===== src/sv/twc_pkg.sv =====
package twc_pkg;

   // Window length default and sequencer sizing.
   localparam int unsigned SAMPLES_DEFAULT = 16;
   localparam int unsigned PC_W            = 4;
   localparam int unsigned CSR_ADDR_W      = 4;
   localparam int unsigned CSR_DATA_W      = 32;

   // Shared multiplier operand and product widths.
   localparam int unsigned MUL_A_W = 32;
   localparam int unsigned MUL_B_W = 24;
   localparam int unsigned PROD_W  = MUL_A_W + MUL_B_W;

   // Field widths.
   localparam int unsigned SAMPLE_W = 12;
   localparam int unsigned SCALE_W  = 24;
   localparam int unsigned VOLT_W   = 19;
   localparam int unsigned TURB_W   = 16;
   localparam int unsigned Y_W      = 20;

   // Reset values of the registers.
   localparam logic [SCALE_W-1:0] SCALE_RESET  = 24'd216270;
   localparam logic [VOLT_W-1:0]  OPEN_RESET   = 19'd19661;
   localparam logic [TURB_W-1:0]  REJECT_RESET = 16'd16000;

   // Register indexes on the control port.
   localparam logic [1:0] REG_VOLT_SCALE   = 2'd0;
   localparam logic [1:0] REG_CALIBRATED   = 2'd1;
   localparam logic [1:0] REG_OPEN_THRESH  = 2'd2;
   localparam logic [1:0] REG_REJECT_LIMIT = 2'd3;

   // Average: floor(sum / SAMPLES) as (sum * ceil(2^28 / SAMPLES)) >> 28.
   localparam int unsigned AVG_SHIFT = 28;

   // Polynomial in 2^-16 V units, scaled so that N is ten times NTU times 2^32:
   //   N = V * (57423 * 2^16 - 11204 * V) - 43529 * 2^32
   localparam logic [13:0]       COEF_SQ     = 14'd11204;
   localparam logic [31:0]       COEF_LIN    = 32'd3763273728;
   localparam logic [PROD_W-1:0] POLY_OFFSET = 56'd186955631427584;
   localparam logic [PROD_W-1:0] ROUND_HALF  = 56'd1342177280;
   localparam int unsigned       TURB_SHIFT  = 28;

   // Division by ten of the 20-bit rounded value: (y * ceil(2^24 / 10)) >> 24.
   localparam logic [20:0]  RECIP_TEN = 21'd1677722;
   localparam int unsigned  TEN_SHIFT = 24;

   localparam logic [VOLT_W-1:0] VOLT_MAX = 19'd524287;
   localparam logic [VOLT_W-1:0] V_CLEAR  = 19'd163840;
   localparam logic [TURB_W-1:0] NTU_MAX  = 16'd48000;

   typedef enum logic [1:0] {
      FAULT_OK     = 2'd0,
      FAULT_OPEN   = 2'd1,
      FAULT_REJECT = 2'd2
   } fault_type;

   typedef enum logic [2:0] {
      MUL_NONE  = 3'd0,
      MUL_AVG   = 3'd1,
      MUL_VOLT  = 3'd2,
      MUL_QUAD  = 3'd3,
      MUL_POLY  = 3'd4,
      MUL_DIV10 = 3'd5
   } mul_op_type;

   typedef enum logic [2:0] {
      LD_NONE   = 3'd0,
      LD_AVG    = 3'd1,
      LD_VOLT   = 3'd2,
      LD_INNER  = 3'd3,
      LD_RAW    = 3'd4,
      LD_RESULT = 3'd5
   } load_type;

   typedef enum logic [1:0] {
      CND_NEVER       = 2'd0,
      CND_ALWAYS      = 2'd1,
      CND_NO_GO       = 2'd2,
      CND_OUT_BLOCKED = 2'd3
   } cond_type;

   typedef struct packed {
      mul_op_type       mul;
      load_type         load;
      cond_type         cond;
      logic [PC_W-1:0]  target;
   } ctrl_word_type;

   // Step numbers of the program.
   localparam logic [PC_W-1:0] STEP_IDLE      = 4'd0;
   localparam logic [PC_W-1:0] STEP_MUL_AVG   = 4'd1;
   localparam logic [PC_W-1:0] STEP_LD_AVG    = 4'd2;
   localparam logic [PC_W-1:0] STEP_MUL_VOLT  = 4'd3;
   localparam logic [PC_W-1:0] STEP_LD_VOLT   = 4'd4;
   localparam logic [PC_W-1:0] STEP_MUL_QUAD  = 4'd5;
   localparam logic [PC_W-1:0] STEP_LD_INNER  = 4'd6;
   localparam logic [PC_W-1:0] STEP_MUL_POLY  = 4'd7;
   localparam logic [PC_W-1:0] STEP_LD_RAW    = 4'd8;
   localparam logic [PC_W-1:0] STEP_MUL_DIV10 = 4'd9;
   localparam logic [PC_W-1:0] STEP_RESULT    = 4'd10;
   localparam logic [PC_W-1:0] STEP_RETURN    = 4'd11;

   // Control store: a jump is taken to target when the condition holds,
   // otherwise the step counter advances by one.
   function automatic ctrl_word_type program_rom(logic [PC_W-1:0] step);
      ctrl_word_type w;
      w = '{mul: MUL_NONE, load: LD_NONE, cond: CND_NEVER, target: STEP_IDLE};
      unique case (step)
         STEP_IDLE:      w = '{MUL_NONE,  LD_NONE,   CND_NO_GO,       STEP_IDLE};
         STEP_MUL_AVG:   w = '{MUL_AVG,   LD_NONE,   CND_NEVER,       STEP_IDLE};
         STEP_LD_AVG:    w = '{MUL_NONE,  LD_AVG,    CND_NEVER,       STEP_IDLE};
         STEP_MUL_VOLT:  w = '{MUL_VOLT,  LD_NONE,   CND_NEVER,       STEP_IDLE};
         STEP_LD_VOLT:   w = '{MUL_NONE,  LD_VOLT,   CND_NEVER,       STEP_IDLE};
         STEP_MUL_QUAD:  w = '{MUL_QUAD,  LD_NONE,   CND_NEVER,       STEP_IDLE};
         STEP_LD_INNER:  w = '{MUL_NONE,  LD_INNER,  CND_NEVER,       STEP_IDLE};
         STEP_MUL_POLY:  w = '{MUL_POLY,  LD_NONE,   CND_NEVER,       STEP_IDLE};
         STEP_LD_RAW:    w = '{MUL_NONE,  LD_RAW,    CND_NEVER,       STEP_IDLE};
         STEP_MUL_DIV10: w = '{MUL_DIV10, LD_NONE,   CND_NEVER,       STEP_IDLE};
         STEP_RESULT:    w = '{MUL_NONE,  LD_RESULT, CND_OUT_BLOCKED, STEP_RESULT};
         STEP_RETURN:    w = '{MUL_NONE,  LD_NONE,   CND_ALWAYS,      STEP_IDLE};
         default:        w = '{MUL_NONE,  LD_NONE,   CND_ALWAYS,      STEP_IDLE};
      endcase
      return w;
   endfunction

endpackage


===== src/sv/turbidity_window_converter_unit.sv =====
// Channel  Direction  Handshake            Transfer payload
// req      in         req_valid/req_stall  req_adc_sample
// rsp      out        rsp_valid/rsp_stall  average, voltage, turbidity, valid, status, echo
// csr      in/out     APB, pready high     four registers at byte addresses 0, 4, 8, 12
//
// One sample is taken per cycle while req_stall is low. When the last sample of a window
// is taken, its sum is captured and a 12-step microcode program runs the conversion on
// one shared 32x24 multiplier; rsp_valid rises when the program's result step loads the
// output register, later if rsp is stalled. The last sample of the next window waits until
// that program is back at its idle step. Reset is synchronous and active high; it restores
// the register reset values, empties the window and drops rsp_valid. A stalled result
// holds in the output register while the next window keeps filling.
module turbidity_window_converter_unit #(
   parameter int unsigned SAMPLES = twc_pkg::SAMPLES_DEFAULT
) (
   input  logic                                clock,
   input  logic                                reset,
   // Sample input.
   input  logic                                req_valid,
   output logic                                req_stall,
   input  logic [twc_pkg::SAMPLE_W-1:0]        req_adc_sample,
   // Result output.
   output logic                                rsp_valid,
   input  logic                                rsp_stall,
   output logic [twc_pkg::SAMPLE_W-1:0]        rsp_average_count,
   output logic [twc_pkg::VOLT_W-1:0]          rsp_sensor_voltage,
   output logic [twc_pkg::TURB_W-1:0]          rsp_turbidity,
   output logic                                rsp_reading_valid,
   output logic [1:0]                          rsp_fault_status,
   output logic                                rsp_calibrated_echo,
   // Register port.
   input  logic                                csr_psel,
   input  logic                                csr_penable,
   input  logic                                csr_pwrite,
   input  logic [twc_pkg::CSR_ADDR_W-1:0]      csr_paddr,
   input  logic [twc_pkg::CSR_DATA_W-1:0]      csr_pwdata,
   output logic [twc_pkg::CSR_DATA_W-1:0]      csr_prdata,
   output logic                                csr_pready
);

   // The window counter only has to reach SAMPLES - 1, since it wraps to zero when
   // the window closes. The sum of a full window fits in SAMPLE_W + CNT_W bits.
   localparam int unsigned CNT_W = (SAMPLES > 1) ? $clog2(SAMPLES) : 1;
   localparam int unsigned SUM_W = twc_pkg::SAMPLE_W + CNT_W;

   // Reciprocal of the window length, rounded up, so that the high bits of the product
   // give the exact floor of the mean for every sum that a window can reach.
   localparam logic [twc_pkg::MUL_A_W-1:0] AVG_RECIP = twc_pkg::MUL_A_W'(
      ((64'd1 << twc_pkg::AVG_SHIFT) + 64'(SAMPLES) - 64'd1) / 64'(SAMPLES));
   localparam logic [CNT_W-1:0] LAST_COUNT = CNT_W'(SAMPLES - 1);

   localparam int unsigned PW = twc_pkg::PROD_W;

   // Registers and their next values.
   logic [twc_pkg::SCALE_W-1:0]  volt_scale_ff, volt_scale_in;
   logic                         cal_flag_ff, cal_flag_in;
   logic [twc_pkg::VOLT_W-1:0]   open_thr_ff, open_thr_in;
   logic [twc_pkg::TURB_W-1:0]   reject_lim_ff, reject_lim_in;

   logic [SUM_W-1:0]             sum_ff, sum_in;
   logic [CNT_W-1:0]             count_ff, count_in;
   logic [SUM_W-1:0]             snap_ff, snap_in;
   logic                         go_ff, go_in;

   logic [twc_pkg::PC_W-1:0]     pc_ff, pc_in;
   logic [PW-1:0]                prod_ff, prod_in;
   logic [twc_pkg::SAMPLE_W-1:0] avg_ff, avg_in;
   logic [twc_pkg::VOLT_W-1:0]   volt_ff, volt_in;
   logic [31:0]                  inner_ff, inner_in;
   logic                         npos_ff, npos_in;
   logic [twc_pkg::Y_W-1:0]      y_ff, y_in;

   logic                         out_valid_ff, out_valid_in;
   logic [twc_pkg::SAMPLE_W-1:0] out_avg_ff, out_avg_in;
   logic [twc_pkg::VOLT_W-1:0]   out_volt_ff, out_volt_in;
   logic [twc_pkg::TURB_W-1:0]   out_turb_ff, out_turb_in;
   twc_pkg::fault_type           out_fault_ff, out_fault_in;
   logic                         out_cal_ff, out_cal_in;

   // Combinational helpers.
   twc_pkg::ctrl_word_type       ctrl;
   logic                         csr_write;
   logic [1:0]                   csr_index;
   logic                         req_take;
   logic                         last_sample;
   logic                         seq_busy;
   logic                         out_blocked;
   logic                         jump_taken;
   logic                         load_result;
   logic [twc_pkg::MUL_A_W-1:0]  mul_a;
   logic [twc_pkg::MUL_B_W-1:0]  mul_b;
   logic [23:0]                  volt_raw;
   logic [PW-1:0]                round_diff;
   logic [16:0]                  turb_raw;
   logic [twc_pkg::TURB_W-1:0]   turb_clamp;
   logic [twc_pkg::TURB_W-1:0]   turb_calc;
   logic [SUM_W-1:0]             sum_next;

   // The control word of the current step drives the whole datapath.
   assign ctrl = twc_pkg::program_rom(pc_ff);

   // ---------------------------------------------------------------------------
   // Register port. Writes land on the access phase; pready is tied high.
   // ---------------------------------------------------------------------------
   assign csr_pready = 1'b1;
   assign csr_write  = csr_psel & csr_penable & csr_pwrite & csr_pready;
   assign csr_index  = csr_paddr[3:2];

   always_comb begin
      unique case (csr_index)
         twc_pkg::REG_VOLT_SCALE:   csr_prdata = twc_pkg::CSR_DATA_W'(volt_scale_ff);
         twc_pkg::REG_CALIBRATED:   csr_prdata = twc_pkg::CSR_DATA_W'(cal_flag_ff);
         twc_pkg::REG_OPEN_THRESH:  csr_prdata = twc_pkg::CSR_DATA_W'(open_thr_ff);
         twc_pkg::REG_REJECT_LIMIT: csr_prdata = twc_pkg::CSR_DATA_W'(reject_lim_ff);
         default:                   csr_prdata = '0;
      endcase
   end

   always_comb begin
      volt_scale_in = volt_scale_ff;
      cal_flag_in   = cal_flag_ff;
      open_thr_in   = open_thr_ff;
      reject_lim_in = reject_lim_ff;
      if (csr_write) begin
         unique case (csr_index)
            twc_pkg::REG_VOLT_SCALE:   volt_scale_in = csr_pwdata[twc_pkg::SCALE_W-1:0];
            twc_pkg::REG_CALIBRATED:   cal_flag_in   = csr_pwdata[0];
            twc_pkg::REG_OPEN_THRESH:  open_thr_in   = csr_pwdata[twc_pkg::VOLT_W-1:0];
            twc_pkg::REG_REJECT_LIMIT: reject_lim_in = csr_pwdata[twc_pkg::TURB_W-1:0];
            default: ;
         endcase
      end
   end

   // ---------------------------------------------------------------------------
   // Window accumulation. Every sample is added as it arrives. The sample that
   // closes a window hands the finished sum to the sequencer through snap_ff, so
   // it has to wait while the sequencer still owns the previous snapshot.
   // ---------------------------------------------------------------------------
   assign seq_busy    = go_ff | (pc_ff != twc_pkg::STEP_IDLE);
   assign last_sample = (count_ff == LAST_COUNT);
   assign req_stall   = last_sample & seq_busy;
   assign req_take    = req_valid & ~req_stall;
   assign sum_next    = sum_ff + SUM_W'(req_adc_sample);

   always_comb begin
      sum_in   = sum_ff;
      count_in = count_ff;
      snap_in  = snap_ff;
      go_in    = go_ff;
      // The sequencer claims the snapshot when it leaves its idle step.
      if (go_ff && (pc_ff == twc_pkg::STEP_IDLE)) begin
         go_in = 1'b0;
      end
      if (req_take) begin
         if (last_sample) begin
            snap_in  = sum_next;
            sum_in   = '0;
            count_in = '0;
            go_in    = 1'b1;
         end else begin
            sum_in   = sum_next;
            count_in = count_ff + CNT_W'(1);
         end
      end
   end

   // ---------------------------------------------------------------------------
   // Step counter. A step either jumps to its target when its condition holds or
   // falls through to the next step. The result step spins on itself while the
   // output register still holds a result that has not been taken.
   // ---------------------------------------------------------------------------
   assign out_blocked = out_valid_ff & rsp_stall;

   always_comb begin
      unique case (ctrl.cond)
         twc_pkg::CND_NEVER:       jump_taken = 1'b0;
         twc_pkg::CND_ALWAYS:      jump_taken = 1'b1;
         twc_pkg::CND_NO_GO:       jump_taken = ~go_ff;
         twc_pkg::CND_OUT_BLOCKED: jump_taken = out_blocked;
         default:                  jump_taken = 1'b1;
      endcase
      pc_in = jump_taken ? ctrl.target : pc_ff + twc_pkg::PC_W'(1);
   end

   // ---------------------------------------------------------------------------
   // Shared multiplier. The operand pair is chosen by the control word and the
   // product is registered before any step uses it.
   // ---------------------------------------------------------------------------
   always_comb begin
      mul_a = '0;
      mul_b = '0;
      unique case (ctrl.mul)
         twc_pkg::MUL_NONE: begin
            mul_a = '0;
            mul_b = '0;
         end
         twc_pkg::MUL_AVG: begin
            mul_a = AVG_RECIP;
            mul_b = twc_pkg::MUL_B_W'(snap_ff);
         end
         twc_pkg::MUL_VOLT: begin
            mul_a = twc_pkg::MUL_A_W'(avg_ff);
            mul_b = volt_scale_ff;
         end
         twc_pkg::MUL_QUAD: begin
            mul_a = twc_pkg::MUL_A_W'(twc_pkg::COEF_SQ);
            mul_b = twc_pkg::MUL_B_W'(volt_ff[17:0]);
         end
         twc_pkg::MUL_POLY: begin
            mul_a = inner_ff;
            mul_b = twc_pkg::MUL_B_W'(volt_ff[17:0]);
         end
         twc_pkg::MUL_DIV10: begin
            mul_a = twc_pkg::MUL_A_W'(twc_pkg::RECIP_TEN);
            mul_b = twc_pkg::MUL_B_W'(y_ff);
         end
         default: begin
            mul_a = '0;
            mul_b = '0;
         end
      endcase
      prod_in = (ctrl.mul == twc_pkg::MUL_NONE) ? prod_ff : (PW'(mul_a) * PW'(mul_b));
   end

   // ---------------------------------------------------------------------------
   // Load steps: each takes the registered product apart into the next working
   // value. Voltages of 2.5 V and more give zero turbidity, so only the low
   // 18 bits of the voltage enter the polynomial.
   // ---------------------------------------------------------------------------
   assign volt_raw   = prod_ff[35:12];
   assign round_diff = prod_ff + twc_pkg::ROUND_HALF - twc_pkg::POLY_OFFSET;
   assign turb_raw   = prod_ff[twc_pkg::TEN_SHIFT+16:twc_pkg::TEN_SHIFT];
   assign turb_clamp = (turb_raw > 17'(twc_pkg::NTU_MAX)) ? twc_pkg::NTU_MAX
                                                          : turb_raw[twc_pkg::TURB_W-1:0];
   assign turb_calc  = (!npos_ff || (volt_ff >= twc_pkg::V_CLEAR)) ? '0 : turb_clamp;
   assign load_result = (ctrl.load == twc_pkg::LD_RESULT) & ~out_blocked;

   always_comb begin
      avg_in   = avg_ff;
      volt_in  = volt_ff;
      inner_in = inner_ff;
      npos_in  = npos_ff;
      y_in     = y_ff;
      unique case (ctrl.load)
         twc_pkg::LD_AVG: begin
            avg_in = prod_ff[twc_pkg::AVG_SHIFT+11:twc_pkg::AVG_SHIFT];
         end
         twc_pkg::LD_VOLT: begin
            volt_in = (volt_raw > 24'(twc_pkg::VOLT_MAX)) ? twc_pkg::VOLT_MAX
                                                          : volt_raw[twc_pkg::VOLT_W-1:0];
         end
         twc_pkg::LD_INNER: begin
            inner_in = twc_pkg::COEF_LIN - prod_ff[31:0];
         end
         twc_pkg::LD_RAW: begin
            // N is positive exactly when the product exceeds the constant term.
            npos_in = (prod_ff > twc_pkg::POLY_OFFSET);
            y_in    = round_diff[twc_pkg::TURB_SHIFT+twc_pkg::Y_W-1:twc_pkg::TURB_SHIFT];
         end
         default: ;
      endcase
   end

   // ---------------------------------------------------------------------------
   // Output register. It is loaded on the result step once the previous result
   // has gone, and rsp_valid drops after a transfer that is not replaced.
   // ---------------------------------------------------------------------------
   always_comb begin
      out_valid_in = out_valid_ff;
      out_avg_in   = out_avg_ff;
      out_volt_in  = out_volt_ff;
      out_turb_in  = out_turb_ff;
      out_fault_in = out_fault_ff;
      out_cal_in   = out_cal_ff;
      if (out_valid_ff && !rsp_stall) begin
         out_valid_in = 1'b0;
      end
      if (load_result) begin
         out_valid_in = 1'b1;
         out_avg_in   = avg_ff;
         out_volt_in  = volt_ff;
         out_cal_in   = cal_flag_ff;
         if (volt_ff < open_thr_ff) begin
            // An open probe reports no turbidity at all.
            out_turb_in  = '0;
            out_fault_in = twc_pkg::FAULT_OPEN;
         end else begin
            out_turb_in  = turb_calc;
            out_fault_in = (turb_calc > reject_lim_ff) ? twc_pkg::FAULT_REJECT
                                                       : twc_pkg::FAULT_OK;
         end
      end
   end

   assign rsp_valid           = out_valid_ff;
   assign rsp_average_count   = out_avg_ff;
   assign rsp_sensor_voltage  = out_volt_ff;
   assign rsp_turbidity       = out_turb_ff;
   assign rsp_reading_valid   = (out_fault_ff == twc_pkg::FAULT_OK);
   assign rsp_fault_status    = out_fault_ff;
   assign rsp_calibrated_echo = out_cal_ff;

   // Control state and registers with reset values.
   always_ff @(posedge clock) begin
      if (reset) begin
         volt_scale_ff <= twc_pkg::SCALE_RESET;
         cal_flag_ff   <= 1'b0;
         open_thr_ff   <= twc_pkg::OPEN_RESET;
         reject_lim_ff <= twc_pkg::REJECT_RESET;
         sum_ff        <= '0;
         count_ff      <= '0;
         go_ff         <= 1'b0;
         pc_ff         <= twc_pkg::STEP_IDLE;
         out_valid_ff  <= 1'b0;
      end else begin
         volt_scale_ff <= volt_scale_in;
         cal_flag_ff   <= cal_flag_in;
         open_thr_ff   <= open_thr_in;
         reject_lim_ff <= reject_lim_in;
         sum_ff        <= sum_in;
         count_ff      <= count_in;
         go_ff         <= go_in;
         pc_ff         <= pc_in;
         out_valid_ff  <= out_valid_in;
      end
   end

   // Datapath and payload registers.
   always_ff @(posedge clock) begin
      snap_ff      <= snap_in;
      prod_ff      <= prod_in;
      avg_ff       <= avg_in;
      volt_ff      <= volt_in;
      inner_ff     <= inner_in;
      npos_ff      <= npos_in;
      y_ff         <= y_in;
      out_avg_ff   <= out_avg_in;
      out_volt_ff  <= out_volt_in;
      out_turb_ff  <= out_turb_in;
      out_fault_ff <= out_fault_in;
      out_cal_ff   <= out_cal_in;
   end

endmodule

===== config.mk =====
export PLATFORM = sky130hd
export DESIGN_NAME = turbidity_window_converter_unit
export DESIGN_NICKNAME = d
export VERILOG_FILES = /design/src/sv/twc_pkg.sv /design/src/sv/turbidity_window_converter_unit.sv
export SDC_FILE = /design/constraint.sdc
export NUM_CORES = 2
export LEC_CHECK = 0
export BUFFER_PORTS_ARGS = -buffer_cell sky130_fd_sc_hd__buf_2
export CAP_MARGIN = 40
export CELL_PAD_IN_SITES_DETAIL_PLACEMENT = 0
export CELL_PAD_IN_SITES_GLOBAL_PLACEMENT = 2
export CORE_MARGIN = 3
export CORE_UTILIZATION = 42
export CTS_CLUSTER_SIZE = 8
export DETAILED_ROUTE_END_ITERATION = 12
export MAX_ROUTING_LAYER = met4
export PLACE_DENSITY_LB_ADDON = 0.1
export SYNTH_ARGS = -nofsm -noshare
export SYNTH_HDL_FRONTEND = slang
export SYNTH_SLANG_ARGS = --single-unit

===== constraint.sdc =====
create_clock -name clock -period 9 [get_ports clock]
set_clock_uncertainty 0.15 [all_clocks]
set_input_delay 0.45 -clock clock [delete_from_list [all_inputs] [get_ports clock]]
set_output_delay 0.45 -clock clock [all_outputs]
set_load 0.02 [all_outputs]

### After elaboration in Yosys (flattened, before gate mapping)

Memory sizes are Yosys's and may differ from the RTL's. A register that Yosys moved wholly into a read port is not among the register bits.
Cells that the tools add are included.
W data, S select, Z words.

* flip-flop bits (word level): 292
* bits in read-only memories: 160
* bits of input ports: 55
* output and inout bits: 86
* word-level logic and storage cells: 96
* memories: 1

* add/subtract/negate cells: 6
* multiply operators: 1
* $lt $le $gt $ge: 6
* eq/ne operators: 17
* mux-type cells: 16
* bitwise logic cells: 10
* reductions and logical operators: 18

Memory list
* (name not given): depth 16, bits a word 10, read ports 1, clocked after Yosys merged registers in 1, wr ports 0, line twc_pkg.sv:108 `unique case (step)`

Operators by type and width (number)
* $pmux W32 S5: 1
* $pmux W32 S4: 1
* $pmux W24 S4: 1
* $gt A56 B48 Y1 const B: 1
* $mul A32 B24 Y56: 1
* $add A48 B31 Y48 const B: 1
* $mux W16: 3
* $sub A48 B48 Y48 const B: 1
* $sub A32 B32 Y32 const A: 1
* $gt A24 B19 Y1 const B: 1
* $ge A19 B18 Y1 const B: 1
* $lt A19 B19 Y1: 1
* $gt A17 B16 Y1 const B: 1
* $add A16 B12 Y16: 1
* $gt A16 B16 Y1: 1
* $eq A3 B2 Y1 const B: 4
* $eq A3 B3 Y1 const B: 4
* $mux W4: 3
* $reduce_and A2 Y1: 5
* $add A4 B1 Y4 const B: 2
* $eq A2 B2 Y1 const B: 4
* $and A1 B1 Y1: 6
* $eq A3 B1 Y1 const B: 2
* $logic_not A2 Y1: 3
* 15 further kinds: 24

### Depth between registers and ports, before layout

* word-level depth: 6
* depth in mapped cells: 34
* gate-level depth less buffers: 28

### Worst setup path after synthesis

No wires, ideal clock.

* kind: register -> register
* start: reg ctrl[10] (netlist name)
* end: reg prod_ff[45], data pin
* setup time: 0.260 ns
* arrival time: 7.600 ns
* data required time: 8.590 ns
* setup slack: 0.991 ns
* cell stages (with the launch flop): 32
* buffers on the path: 5
* period minus slack after synthesis: 8.009 ns
* path through: dfxtp_1 -> clkbuf_1 -> nor2b_1 -> buf_2 -> clkbuf_1 -> nand2_1 -> o211ai_1 -> o21a_1 -> clkbuf_1 -> nand2_1 -> fa_1 -> inv_1 -> fa_1 -> inv_1 -> fa_1 -> fa_1 -> inv_1 -> fa_1 -> fa_1 -> inv_1 -> fa_1 -> inv_1 -> ha_1 -> buf_6 -> a211oi_2 -> o21bai_1 -> a31o_1 -> a41o_1 -> a31oi_2 -> a21boi_1 -> or3_4 -> xor2_1

* cells in the longest elaborated chain, start to end: 4
* elaborated cells on any way between the ends: 9
* those cells by class: 1 x mul; 5 x eq/ne; 2 x mux; 1 x reduce/logical

RTL lines
* $eq A3 B3 Y1 / $eq A3 B2 Y1 (equally long branches): line turbidity_window_converter_unit.sv:193 `unique case (ctrl.mul)`
* $reduce_or A2 Y1 (no source line)
* $pmux W24 S4: line turbidity_window_converter_unit.sv:193
* $mul A32 B24 Y56 (*): line turbidity_window_converter_unit.sv:223 `prod_in = (ctrl.mul == twc_pkg::MUL_NONE) ? prod_ff : (PW'(mul_a) * PW'(mul_b));`
* to (signal assigned): line turbidity_window_converter_unit.sv:332 `prod_ff <= prod_in;`
* to (decl): line turbidity_window_converter_unit.sv:66 `logic [PW-1:0] prod_ff, prod_in;`

Every way passes the cells marked *; elsewhere a longest branch is shown, timed or not.
A chain may end at the register's enable or synchronous reset.

### Final worst setup path

* start: reg ctrl[10] (netlist name)
* end: reg prod_ff[50], data pin

* cells in the longest elaborated chain, start to end: 4
* elaborated cells on any way between the ends: 9
* those cells by class: 1 x mul; 5 x eq/ne; 2 x mux; 1 x reduce/logical

RTL lines (line)
* $eq A3 B3 Y1 / $eq A3 B2 Y1 (equally long branches): turbidity_window_converter_unit.sv:193
* $reduce_or A2 Y1 (no source line)
* $pmux W24 S4: turbidity_window_converter_unit.sv:193
* $mul A32 B24 Y56 (*): turbidity_window_converter_unit.sv:223

Marks and branches as above.

==> flow_metrics.py <==
metrics = {
    "yosys": {
        "synth_edf_count": 206,
        "yosys.area.top_type_share_pct": 34.62,
        "syn_area_sq_um": 38110,
        "synthCells": 4123,
        "async_reset_ff_share_pct": 0,
        "synth_cell_type_count": 89,
        "synth_top_area_cell": "fa_1",
        "synthFlopType": "edfxtp_1",
        "yosysWarningCount": 0,
        "seq_area_frac_synth_pct": 21.22,
        "avgSynthCellArea_sq_um": 9.243,
        "synth_area_leaders": "fa_1 35%, edfxtp_1 16%, inv_1 8.1%",
        "ys_seq_elements": 301,
    },
    "global_route": {
        "overflow": 0,
        "antenna_found_initial": 4,
        "grt_pass1_wl_um": 189200,
        "grt_use_met3_pct": 4.546,
        "grt_pass1_vias": 29860,
        "top_usage_layer": "met2",
        "grtUsageMet2_pct": 44.74,
        "grt_usage_pct": 27.67,
        "met1_usage_pct": 36.40,
        "grt_max_degree": 81,
    },
    "die": {
        "die_w_um": 307.2,
        "ios": 141,
        "row_count": 109,
        "core_sq_um": 89190,
        "die-area_sq_um": 94390,
        "die_h_um": 307.2,
        "initial_utilization_pct": 42.73,
    },
    "worst_setup_path": {
        "path_common_cell": "fa_1",
        "cp_slowest_cell": "fa_1",
        "path_class": "reg -> reg",
        "worst_ep_required_time_ns": 9.19,
        "crit_arrival_ns": 8.82,
        "start_kind": "flip-flop",
        "path_buf_inv": 7,
        "cp_max_fo": 33,
        "cp-end-kind": "flip-flop",
        "path_delay_family": "adder cells",
        "critPathMaxStageDelay_ns": 0.60,
    },
    "power_and_ir_drop": {
        "ir_drop_v": 0.0001651,
        "p_leak_nw": 19.63,
        "power.density_nw_per_um2": 124.3,
        "p_total_w": 0.005311,
    },
    "detailed_routing": {
        "final_antenna_net_count": 0,
        "num_vias": 28510,
        "drc": 0,
        "wl_per_cell_um": 22.08,
        "firstDrtPassIters": 7,
        "dr.first_iter.drc_count": 2133,
        "routed_via_density": 5.118,
        "wl_um": 123000,
    },
    "cells_and_area": {
        "final_common_cell": "inv_1",
        "layout-drive-gt1-share_pct": 9.171,
        "fin_util_pct": 47.90,
        "syn_to_final_growth_pct": 12.11,
        "n_antenna_cell": 0,
        "layout.nets": 5323,
        "fin_cells": 5570,
        "stdcell_area_sq_um": 42720,
        "mostFrequentLayoutCells": "820 x inv_1, 659 x fa_1, 632 x nand2_1, 371 x nor2_1, 234 x ha_1",
    },
    "sta": {
        "worstMarginPinSlew_ns": 0.8451,
        "hold_violations": 0,
        "rsz0062_at_grt": "false",
        "post-route-min-period_ns": 8.626,
        "fmax_mhz": 115.9,
        "final_max_slew_viol_count": 0,
        "slew_headroom_pct": 43.28,
        "fin_crit_sh_pct": 95.85,
        "final-setup-viol-count": 0,
    },
    "clock_tree": {
        "cts.clk_slew.worst_paths_ns": 0.05,
        "htree_levels": 2,
        "cts_tree": "built",
        "cts_max_path_buffers": 3,
        "root_buffer": "clkbuf_16",
        "cts.sinks": 301,
        "cts_buffers": 43,
        "clock_latency_ns": 0.56,
    },
    "flow_run": {
        "drv_cap": 0,
    },
    "placed_design": {
        "placed_cell_area_sq_um": 41280,
        "dp_hpwl_um": 100900,
        "dp_cells": 5481,
        "gp_congestion": 0.9075,
        "io_buffers": 121,
    },
    "worst_hold_path": {
        "hold_path.class": "in -> reg",
    },
    "run_status": {
        "status": "complete, no violations",
    },
}
-- path summary, 6_finish.rpt --
| kind | start | to | slack [ns] | cells after the start |
|---|---|---|---|---|
| max reg2reg | ctrl[10] | prod_ff[50] | 0.37 | 26 |
| min reg2reg | cal_flag_ff | rsp_calibrated_echo | 0.31 | 0 |
| min | csr_pwdata[3] | open_thr_ff[3] | 0.02 | 2 |
| max | ctrl[10] | prod_ff[50] | 0.37 | 26 |
-- layer usage --
metal | wire length (um) | vias to the layer above
met3 | 7564 | 140
met5 | 0 | -
met1 | 52780 | 14430
li1 | - | 13180
met2 | 58750 | 753
met4 | 3902 | 0
-- timing repair --
action,in CTS,in global routing
hold buffers,7,0
pin swaps,0,1
gates resized for setup,2,25
endpoints found under the setup margin,1,14
setup buffers,0,6
endpoints found under the hold margin,9,0
-- cells by family after synthesis --
kind of cell | count (synthesis) | synth area share, %
other cells | 2 | 0.01971
compound gates | 473 | 7.998
buf+inv | 1016 | 10.17
fa+ha+maj | 894 | 42.33
flops | 301 | 21.22
simple gates | 1285 | 14.58
mux | 43 | 1.172
xor+xnor | 109 | 2.505
-- state kept, by name, indices dropped and copies added (netlist names) --
register / count
rsp_sensor_voltage: 19
snap_ff: 16
sum_ff: 16
rsp_calibrated_echo: 1
inner_ff: 32
cal_flag_ff: 1
avg_ff: 12
open_thr_ff: 19
rsp_fault_status: 2
pc_ff: 4
volt_ff: 19
count_ff: 4
rsp_turbidity: 16
rsp_average_count: 12
prod_ff: 56
reject_lim_ff: 16
y_ff: 20
volt_scale_ff: 24
rsp_valid: 1
ctrl: 9
npos_ff: 1
go_ff: 1
-- cells in the mapped netlist, types with 23 or more instances --
cell and n:
a21o_1 47, a21oi_1 146, and2_1 57, clkbuf_1 163, dfxtp_1 95, edfxtp_1 206, fa_1 659, ha_1 235
inv_1 820, mux2i_1 39, nand2_1 633, nand3_1 29, nand4_1 23, nor2_1 372, nor3_1 34, o21a_1 24
o21ai_0 75, o21ai_1 31, xnor2_1 67, xor2_1 42
-- metrics by stage --
step	worst slack (ns)	TNS, ns	hold WS [ns]
after floorplan	0.9910	0	0.2704
after global placement	-0.0009539	-0.0009539	0.2984
after detailed placement	-0.001349	-0.001349	0.3016
after CTS	0.05881	0	0.0004676
after global routing	0.005889	0	0.01007
final	0.3738	0	0.01714
-- final cells by class --
type                       count  area, sq um
fill                        8834        46470
multi-input combinational   2923        26770
sequential                   301         8094
inverter                     820         3078
timing repair buffer         285         2086
tap                         1165         1458
clock buffer                  73         1189
clock inverter                 3        55.05
-- power breakdown --
part | leakage (nW) | total (W) | switching, W | internal (W)
logic | 16.5 | 0.00223 | 0.00135 | 0.000881
clock network | 0.588 | 0.00152 | 0.000621 | 0.000896
registers | 2.54 | 0.00157 | 0.0000108 | 0.00155
(Power assumes the default switching activity.)
